### config.mk
export PLATFORM = sky130hd
export DESIGN_NAME = multi_queue_manager_top
export DESIGN_NICKNAME = d
export VERILOG_FILES = /design/src/rtl/mqm_pkg.sv /design/src/rtl/mqm_ram.sv /design/src/rtl/multi_queue_manager_top.sv
export SDC_FILE = /design/constraint.sdc
export NUM_CORES = 2
export LEC_CHECK = 0
export BUFFER_PORTS_ARGS = -buffer_cell sky130_fd_sc_hd__buf_2
export CAP_MARGIN = 10
export CORE_MARGIN = 1
export CORE_UTILIZATION = 55
export DETAILED_ROUTE_END_ITERATION = 12
export HOLD_SLACK_MARGIN = 0.02
export PLACE_DENSITY_LB_ADDON = 0.08
export SETUP_SLACK_MARGIN = 0.5
export SLEW_MARGIN = 20
export SYNTH_ARGS = -nofsm -noshare
export SYNTH_HDL_FRONTEND = slang
export SYNTH_SLANG_ARGS = --single-unit
### constraint.sdc
create_clock -name clk -period 7.85 [get_ports clk]
set_input_delay 0.3925 -clock clk [delete_from_list [all_inputs] [get_ports clk]]
set_output_delay 0.3925 -clock clk [all_outputs]
set_load 0.1 [all_outputs]
### src/rtl/mqm_pkg.sv
// Package for the multi-queue manager: sizes, codes, transaction types and helpers.
package mqm_pkg;

    localparam int NUM_QUEUES = 4;
    localparam int POOL_DEPTH = 64;
    localparam int DATA_WIDTH = 32;

    localparam int PTR_W  = $clog2(POOL_DEPTH);
    localparam int CNT_W  = $clog2(POOL_DEPTH + 1);
    localparam int QSEL_W = (NUM_QUEUES > 1) ? $clog2(NUM_QUEUES) : 1;
    localparam int MASK_W = 4;
    localparam int MASK_Q = (NUM_QUEUES < MASK_W) ? NUM_QUEUES : MASK_W;

    typedef logic [PTR_W-1:0]      ptr_t;
    typedef logic [CNT_W-1:0]      cnt_t;
    typedef logic [DATA_WIDTH-1:0] data_t;

    typedef enum logic [1:0] {
        KIND_ENQ  = 2'd0,
        KIND_DEQ  = 2'd1,
        KIND_PEEK = 2'd2,
        KIND_NONE = 2'd3
    } kind_t;

    typedef enum logic [1:0] {
        STATUS_OK    = 2'd0,
        STATUS_EMPTY = 2'd1,
        STATUS_FULL  = 2'd2
    } status_t;

    typedef enum logic {
        ST_IDLE = 1'b0,
        ST_EXEC = 1'b1
    } state_t;

    typedef struct packed {
        logic [1:0]         kind;
        logic [1:0]         queue_index;
        logic signed [31:0] value;
    } req_t;

    typedef struct packed {
        logic signed [31:0] result_value;
        logic [1:0]         status;
        logic [MASK_W-1:0]  empty_mask;
    } rsp_t;

    // Successor of a slot in the initial free chain, wrapping at the pool end.
    function automatic ptr_t next_slot(input ptr_t s);
        ptr_t r;
        if (s == ptr_t'(POOL_DEPTH - 1))
        begin
            r = '0;
        end
        else
        begin
            r = s + ptr_t'(1);
        end
        return r;
    endfunction

    function automatic logic [31:0] to_result(input data_t d);
        logic [63:0] w;
        w = 64'(d);
        return w[31:0];
    endfunction

    function automatic data_t to_data(input logic [31:0] v);
        logic [63:0] w;
        w = 64'(v);
        return w[DATA_WIDTH-1:0];
    endfunction

endpackage

### src/rtl/mqm_ram.sv
// Generic simple dual-port RAM: one write port, one registered read port.
module mqm_ram #(
    parameter int WIDTH = 8,
    parameter int DEPTH = 16
) (
    input  logic                     clk,
    input  logic                     we,
    input  logic [$clog2(DEPTH)-1:0] waddr,
    input  logic [WIDTH-1:0]         wdata,
    input  logic                     re,
    input  logic [$clog2(DEPTH)-1:0] raddr,
    output logic [WIDTH-1:0]         rdata
);

    logic [WIDTH-1:0] mem_reg [DEPTH];
    logic [WIDTH-1:0] rdata_reg;

    always_ff @(posedge clk)
    begin
        if (we)
        begin
            mem_reg[waddr] <= wdata;
        end
        if (re)
        begin
            rdata_reg <= mem_reg[raddr];
        end
    end

    assign rdata = rdata_reg;

endmodule

### src/rtl/multi_queue_manager_top.sv
// Top level of the multi-queue manager: linked-list FIFO queues in a shared entry pool.
// done is high in the cycle after the execution cycle.
// A new transaction is taken only while idle; busy is high for the single cycle in which
// the data and link memories return the entry read at acceptance.
// The receiver cannot stall; done marks each result for one cycle only.
// Reset empties all queues at once: a fill mark stands for the initial free chain, no clear pass.
module multi_queue_manager_top (
    input  logic                clk,
    input  logic                rst_n,
    input  logic                start,
    output logic                busy,
    input  mqm_pkg::req_t       req,
    output logic                done,
    output mqm_pkg::rsp_t       rsp
);

    mqm_pkg::state_t state_reg, state_next;
    logic            exec;
    logic            accept;

    logic [1:0]      kind_reg;
    logic [1:0]      q_reg;
    logic [31:0]     value_reg;

    mqm_pkg::ptr_t   head_reg [mqm_pkg::NUM_QUEUES];
    mqm_pkg::ptr_t   head_next [mqm_pkg::NUM_QUEUES];
    mqm_pkg::ptr_t   tail_reg [mqm_pkg::NUM_QUEUES];
    mqm_pkg::ptr_t   tail_next [mqm_pkg::NUM_QUEUES];
    logic [mqm_pkg::NUM_QUEUES-1:0] nonempty_reg, nonempty_next;
    mqm_pkg::ptr_t   free_head_reg, free_head_next;
    mqm_pkg::cnt_t   free_count_reg, free_count_next;
    mqm_pkg::cnt_t   fresh_reg, fresh_next;

    logic            done_reg;
    mqm_pkg::rsp_t   rsp_reg, rsp_next;

    logic [mqm_pkg::QSEL_W-1:0] q_acc;
    logic [mqm_pkg::QSEL_W-1:0] q_sel;
    logic            q_ok;

    logic            data_we;
    mqm_pkg::ptr_t   data_waddr;
    mqm_pkg::data_t  data_wdata;
    mqm_pkg::ptr_t   data_raddr;
    mqm_pkg::data_t  data_rdata;

    logic            link_we;
    mqm_pkg::ptr_t   link_waddr;
    mqm_pkg::ptr_t   link_wdata;
    mqm_pkg::ptr_t   link_raddr;
    mqm_pkg::ptr_t   link_rdata;
    mqm_pkg::ptr_t   link_eff;

    mqm_pkg::ptr_t   slot;
    logic [mqm_pkg::MASK_W-1:0] mask;

    // FSM next state
    always_comb
    begin
        state_next = state_reg;
        unique case (state_reg)
            mqm_pkg::ST_IDLE:
            begin
                if (start)
                begin
                    state_next = mqm_pkg::ST_EXEC;
                end
            end
            mqm_pkg::ST_EXEC:
            begin
                state_next = mqm_pkg::ST_IDLE;
            end
            default:
            begin
                state_next = mqm_pkg::ST_IDLE;
            end
        endcase
    end

    // FSM outputs
    always_comb
    begin
        busy = 1'b0;
        exec = 1'b0;
        unique case (state_reg)
            mqm_pkg::ST_IDLE:
            begin
                busy = 1'b0;
                exec = 1'b0;
            end
            mqm_pkg::ST_EXEC:
            begin
                busy = 1'b1;
                exec = 1'b1;
            end
            default:
            begin
                busy = 1'b0;
                exec = 1'b0;
            end
        endcase
    end

    assign accept = start && !busy;
    assign q_acc  = mqm_pkg::QSEL_W'(req.queue_index);
    assign q_sel  = mqm_pkg::QSEL_W'(q_reg);
    assign q_ok   = int'(q_reg) < mqm_pkg::NUM_QUEUES;

    assign data_raddr = head_reg[q_acc];
    assign link_raddr = (req.kind == mqm_pkg::KIND_ENQ) ? free_head_reg : head_reg[q_acc];

    // Entries at or above the fill mark were never allocated and still chain to their successor.
    assign link_eff = (mqm_pkg::CNT_W'(free_head_reg) >= fresh_reg) ?
                      mqm_pkg::next_slot(free_head_reg) : link_rdata;

    // Read-modify-write of the pool and the queue descriptors
    always_comb
    begin
        head_next       = head_reg;
        tail_next       = tail_reg;
        nonempty_next   = nonempty_reg;
        free_head_next  = free_head_reg;
        free_count_next = free_count_reg;
        fresh_next      = fresh_reg;
        data_we         = 1'b0;
        data_waddr      = free_head_reg;
        data_wdata      = mqm_pkg::to_data(value_reg);
        link_we         = 1'b0;
        link_waddr      = tail_reg[q_sel];
        link_wdata      = free_head_reg;
        slot            = head_reg[q_sel];
        mask            = '1;
        rsp_next        = rsp_reg;

        if (exec)
        begin
            rsp_next.result_value = '0;
            rsp_next.status       = mqm_pkg::STATUS_OK;
            if (kind_reg == mqm_pkg::KIND_NONE)
            begin
                rsp_next.status = mqm_pkg::STATUS_OK;
            end
            else if (!q_ok)
            begin
                rsp_next.status = mqm_pkg::STATUS_EMPTY;
            end
            else if (kind_reg == mqm_pkg::KIND_ENQ)
            begin
                if (free_count_reg == '0)
                begin
                    rsp_next.status = mqm_pkg::STATUS_FULL;
                end
                else
                begin
                    free_head_next  = link_eff;
                    free_count_next = free_count_reg - mqm_pkg::cnt_t'(1);
                    if (mqm_pkg::CNT_W'(free_head_reg) >= fresh_reg)
                    begin
                        fresh_next = fresh_reg + mqm_pkg::cnt_t'(1);
                    end
                    data_we = 1'b1;
                    if (nonempty_reg[q_sel])
                    begin
                        link_we    = 1'b1;
                        link_waddr = tail_reg[q_sel];
                        link_wdata = free_head_reg;
                    end
                    else
                    begin
                        head_next[q_sel] = free_head_reg;
                    end
                    tail_next[q_sel]     = free_head_reg;
                    nonempty_next[q_sel] = 1'b1;
                end
            end
            else if (!nonempty_reg[q_sel])
            begin
                rsp_next.status = mqm_pkg::STATUS_EMPTY;
            end
            else
            begin
                rsp_next.result_value = mqm_pkg::to_result(data_rdata);
                if (kind_reg == mqm_pkg::KIND_DEQ)
                begin
                    if (slot == tail_reg[q_sel])
                    begin
                        nonempty_next[q_sel] = 1'b0;
                    end
                    else
                    begin
                        head_next[q_sel] = link_rdata;
                    end
                    link_we        = 1'b1;
                    link_waddr     = slot;
                    link_wdata     = free_head_reg;
                    free_head_next = slot;
                    if (int'(free_count_reg) < mqm_pkg::POOL_DEPTH)
                    begin
                        free_count_next = free_count_reg + mqm_pkg::cnt_t'(1);
                    end
                end
            end

            for (int i = 0; i < mqm_pkg::MASK_Q; i++)
            begin
                mask[i] = !nonempty_next[i];
            end
            rsp_next.empty_mask = mask;
        end
    end

    always_ff @(posedge clk or negedge rst_n)
    begin
        if (!rst_n)
        begin
            state_reg      <= mqm_pkg::ST_IDLE;
            nonempty_reg   <= '0;
            free_head_reg  <= '0;
            free_count_reg <= mqm_pkg::cnt_t'(mqm_pkg::POOL_DEPTH);
            fresh_reg      <= '0;
            done_reg       <= 1'b0;
            for (int i = 0; i < mqm_pkg::NUM_QUEUES; i++)
            begin
                head_reg[i] <= '0;
                tail_reg[i] <= '0;
            end
        end
        else
        begin
            state_reg      <= state_next;
            nonempty_reg   <= nonempty_next;
            free_head_reg  <= free_head_next;
            free_count_reg <= free_count_next;
            fresh_reg      <= fresh_next;
            done_reg       <= exec;
            head_reg       <= head_next;
            tail_reg       <= tail_next;
        end
    end

    always_ff @(posedge clk)
    begin
        if (accept)
        begin
            kind_reg  <= req.kind;
            q_reg     <= req.queue_index;
            value_reg <= req.value;
        end
        rsp_reg <= rsp_next;
    end

    mqm_ram #(
        .WIDTH (mqm_pkg::DATA_WIDTH),
        .DEPTH (mqm_pkg::POOL_DEPTH)
    ) u_data_ram (
        .clk   (clk),
        .we    (data_we),
        .waddr (data_waddr),
        .wdata (data_wdata),
        .re    (accept),
        .raddr (data_raddr),
        .rdata (data_rdata)
    );

    mqm_ram #(
        .WIDTH (mqm_pkg::PTR_W),
        .DEPTH (mqm_pkg::POOL_DEPTH)
    ) u_link_ram (
        .clk   (clk),
        .we    (link_we),
        .waddr (link_waddr),
        .wdata (link_wdata),
        .re    (accept),
        .raddr (link_raddr),
        .rdata (link_rdata)
    );

    assign done = done_reg;
    assign rsp  = rsp_reg;

    a_accept_then_exec: assert property (@(posedge clk) disable iff (!rst_n)
        accept |=> busy)
        else $error("accepted transaction did not enter execution");

    a_exec_then_done: assert property (@(posedge clk) disable iff (!rst_n)
        busy |=> done && !busy)
        else $error("execution did not deliver exactly one result");

    a_done_only_after_exec: assert property (@(posedge clk) disable iff (!rst_n)
        done |-> $past(busy))
        else $error("result strobe without a transaction in execution");

    a_count_bound: assert property (@(posedge clk) disable iff (!rst_n)
        int'(free_count_reg) <= mqm_pkg::POOL_DEPTH)
        else $error("free count exceeds pool depth");

    a_full_only_when_exhausted: assert property (@(posedge clk) disable iff (!rst_n)
        done && (rsp.status == mqm_pkg::STATUS_FULL) |-> free_count_reg == '0)
        else $error("pool full reported with free entries left");

endmodule

==> results.yml <==
outcome:
  outcome: "finished clean"
clocking:
  postCtsSetupBuffers: 0
  htree_levels: 5
  cts-hold-fix-buffers: 37
  cts.sinks: 2618
  cts_buffer_depth: 4
  clk_latency_ns: 0.92
  cts_tree: "yes"
  cts_made_buffers: 282
  cts-root-buf: "clkbuf_16"
  clk_pin_slew_ns: 0.06
  post_cts_resize_count: 0
synthesis:
  yosysTopAreaCellShare_pct: 75.3
  ys_warn_count: 0
  synth_async_sr_flop_share_pct: 2.83
  synthCells: 4636
  yosysSeqAreaShare_pct: 77.2
  ys_ff_latch: 2618
  synth_nets: 4694
  synthTopCellsByArea: "edfxtp_1 (75%), mux4_2 (15%), dfrtp_1 (1.8%)"
  syn-cell-area_um2: 101000
  synth_cell_types: 63
  synth_edf_count: 2544
  yosys.area.top_type: "edfxtp_1"
  ys.flop_type: "edfxtp_1"
  postSynthAreaPerCell_um2: 21.9
finish:
  largest_reg_flops: 2048
  register_area_um2: 78300
  final_nets: 4998
  layout_common_cells: "edfxtp_1 (2544), mux4_2 (667), clkbuf_16 (289)"
  layout-drive-gt1-share_pct: 28.0
  multi_input_area_um2: 22600
  final_cell_area_um2: 114000
  nFillCells: 12600
  final_util_pct: 62.5
  final_common_cell: "edfxtp_1"
  fin_cells: 7594
  syn2layout_area_growth_pct: 12.8
grt:
  grt.total_usage_pct: 27.2
  antenna_found_initial: 2
  grt_pass1_wl_um: 358000
  grt_start_max_net_pins: 129
  grt_pass1_vias: 49200
  grt.overflow.total: 0
drt:
  via_per_inst: 6.43
  vias: 48800
  drt_iter0_drc: 5949
  drc: 0
  antenna_left: 0
  wl_per_cell_um: 32.9
  routed_wl_um: 250000
  drt_first_pass_iters: 5
sta:
  period_needed_ns: 4.90
  rsz0062_at_grt: "no"
  slew_violations: 0
  period_share_pct: 62.4
  setup_viol: 0
  finClkSkew_ns: 0.0675
  fmax_mhz: 204
  setup_tns_ns: 0
  finalHoldViolations: 0
  setup_ws_ns: 2.95
  max_slew_margin_pct: 25.4
  worst_slew_pin_slew_ns: 1.12
floorplan:
  die_area_um2: 186000
  ios: 79
  die_w_um: 431
  start_util_pct: 55.4
  die_h_um: 431
  rows: 157
  core_um2: 183000
setup_path:
  path_max_fanout: 21
  cp-end-kind: "flip-flop"
  critPathMostFrequentCell: "buf_4"
  crit_slowest_cell: "nor2_4"
  r2r_cells: 8
  arrival_ns: 5.45
  crit_type: "flip-flop to flip-flop"
  cp.required_ns: 8.40
  critPathLaunchType: "flip-flop"
  cp_cell_sequence: "inv_1, ha_1, clkinv_1, nor3_1, buf_4, nand3_1, nor2_4, buf_4"
  max_stage_delay_ns: 0.90
min_path:
  holdPathStages: 3
  hp-class: "primary input to flip-flop"
power_and_ir_drop:
  power_density_nw_per_um2: 337
  ir_drop_mv: 0.290
  cellLeakagePower_nw: 36.3
placed_design:
  post-place-ws_ns: 2.92
  dp_cells: 7083
  port_buffers: 78
  placed_area_um2: 106000
  gp_congestion: 0.832
  dp_hpwl_um: 132000
run:
  maxCapViolCount: 0
==> where the power goes <==
group	switching (mW)	internal [mW]
Sequential	0.255	16.0
Clock	5.18	7.21
Combinational	5.59	4.29
Total	11.0	27.5
==> cell usage after synthesis, types with 12 or more instances <==
| cell | instances |
|---|---|
| nand3_1 | 33 |
| a21oi_1 | 42 |
| o221ai_1 | 26 |
| and2_1 | 36 |
| buf_1 | 41 |
| ha_1 | 18 |
| a31oi_1 | 26 |
| clkbuf_1 | 106 |
| buf_2 | 81 |
| dfrtp_1 | 73 |
| o22ai_1 | 17 |
| nor3_1 | 14 |
| edfxtp_1 | 2544 |
| o21ai_1 | 32 |
| nor2_1 | 181 |
| mux4_2 | 671 |
| and3_1 | 29 |
| mux2i_1 | 141 |
| nor2b_1 | 15 |
| mux2_2 | 91 |
| xnor2_1 | 12 |
| nand2_1 | 247 |
| inv_1 | 16 |
| o21ai_0 | 34 |
==> area by class of cell <==
cell class	count	area share, %
flip-flops and latches	2618	68.4
multi-input cells	1763	19.8
clock buffers	348	6.53
well taps	2464	2.69
repair buffers	258	1.70
clock inverters	124	0.843
inverters	17	0.0623
diodes	2	0.00437
==> critical path, delay by kind of cell (launching register included) <==
family                   cells  cell delay, ns
buffers and inverters        4            1.54
AND/OR/NAND/NOR              3            1.86
adder cells (fa/ha/maj)      1            0.69
flip-flops                   1            0.42
==> per-stage QoR <==
stage	hold slack (ns)	power (mW)
after floorplan	0.0969	23.4
after global placement	0.460	26.5
after detailed placement	0.471	26.5
after CTS	0.0586	38.9
after global routing	0.0981	39.8
final	0.124	38.5
==> path summary, 6_finish.rpt <==
check	start	endpoint	slack [ns]
worst min register to register	fresh_reg[4]$_DFFE_PN0P_	fresh_reg[4]$_DFFE_PN0P_	0.48
worst max register to register	kind_reg[0]$_DFFE_PP_	u_data_ram.mem_reg[46][3]$_DFFE_PP_	2.95
worst min-delay path	start	state_reg$_DFF_PN0_	0.12
worst max-delay path	kind_reg[0]$_DFFE_PP_	u_data_ram.mem_reg[46][3]$_DFFE_PP_	2.95
min in group asynchronous	rst_n	done$_DFF_PN0_	0.20
max in group asynchronous	rst_n	data_waddr[4]$_DFFE_PN0P_	6.96
==> metal layers <==
metal	track usage, %	routed length, µm	vias up
met4	7.92	6990	2
met3	4.49	18800	445
li1	-	-	19900
met5	0	13	-
met1	40.1	103000	26200
met2	42.7	121000	2167
==> kinds of logic (layout without fill, tap and decap cells) <==
kind of cell | Yosys count | count (layout) | share of synthesized area (%)
AND/OR/NAND/NOR | 592 | 592 | 2.56
other | 0 | 2 | 0
flip-flops | 2618 | 2618 | 77.2
adder cells (fa/ha/maj) | 19 | 19 | 0.242
AO/OA/AOI/OAI | 229 | 229 | 1.48
multiplexers | 903 | 903 | 17.3
XOR/XNOR | 20 | 20 | 0.173
buffers and inverters | 255 | 747 | 1.09
(Power assumes the default switching activity.)
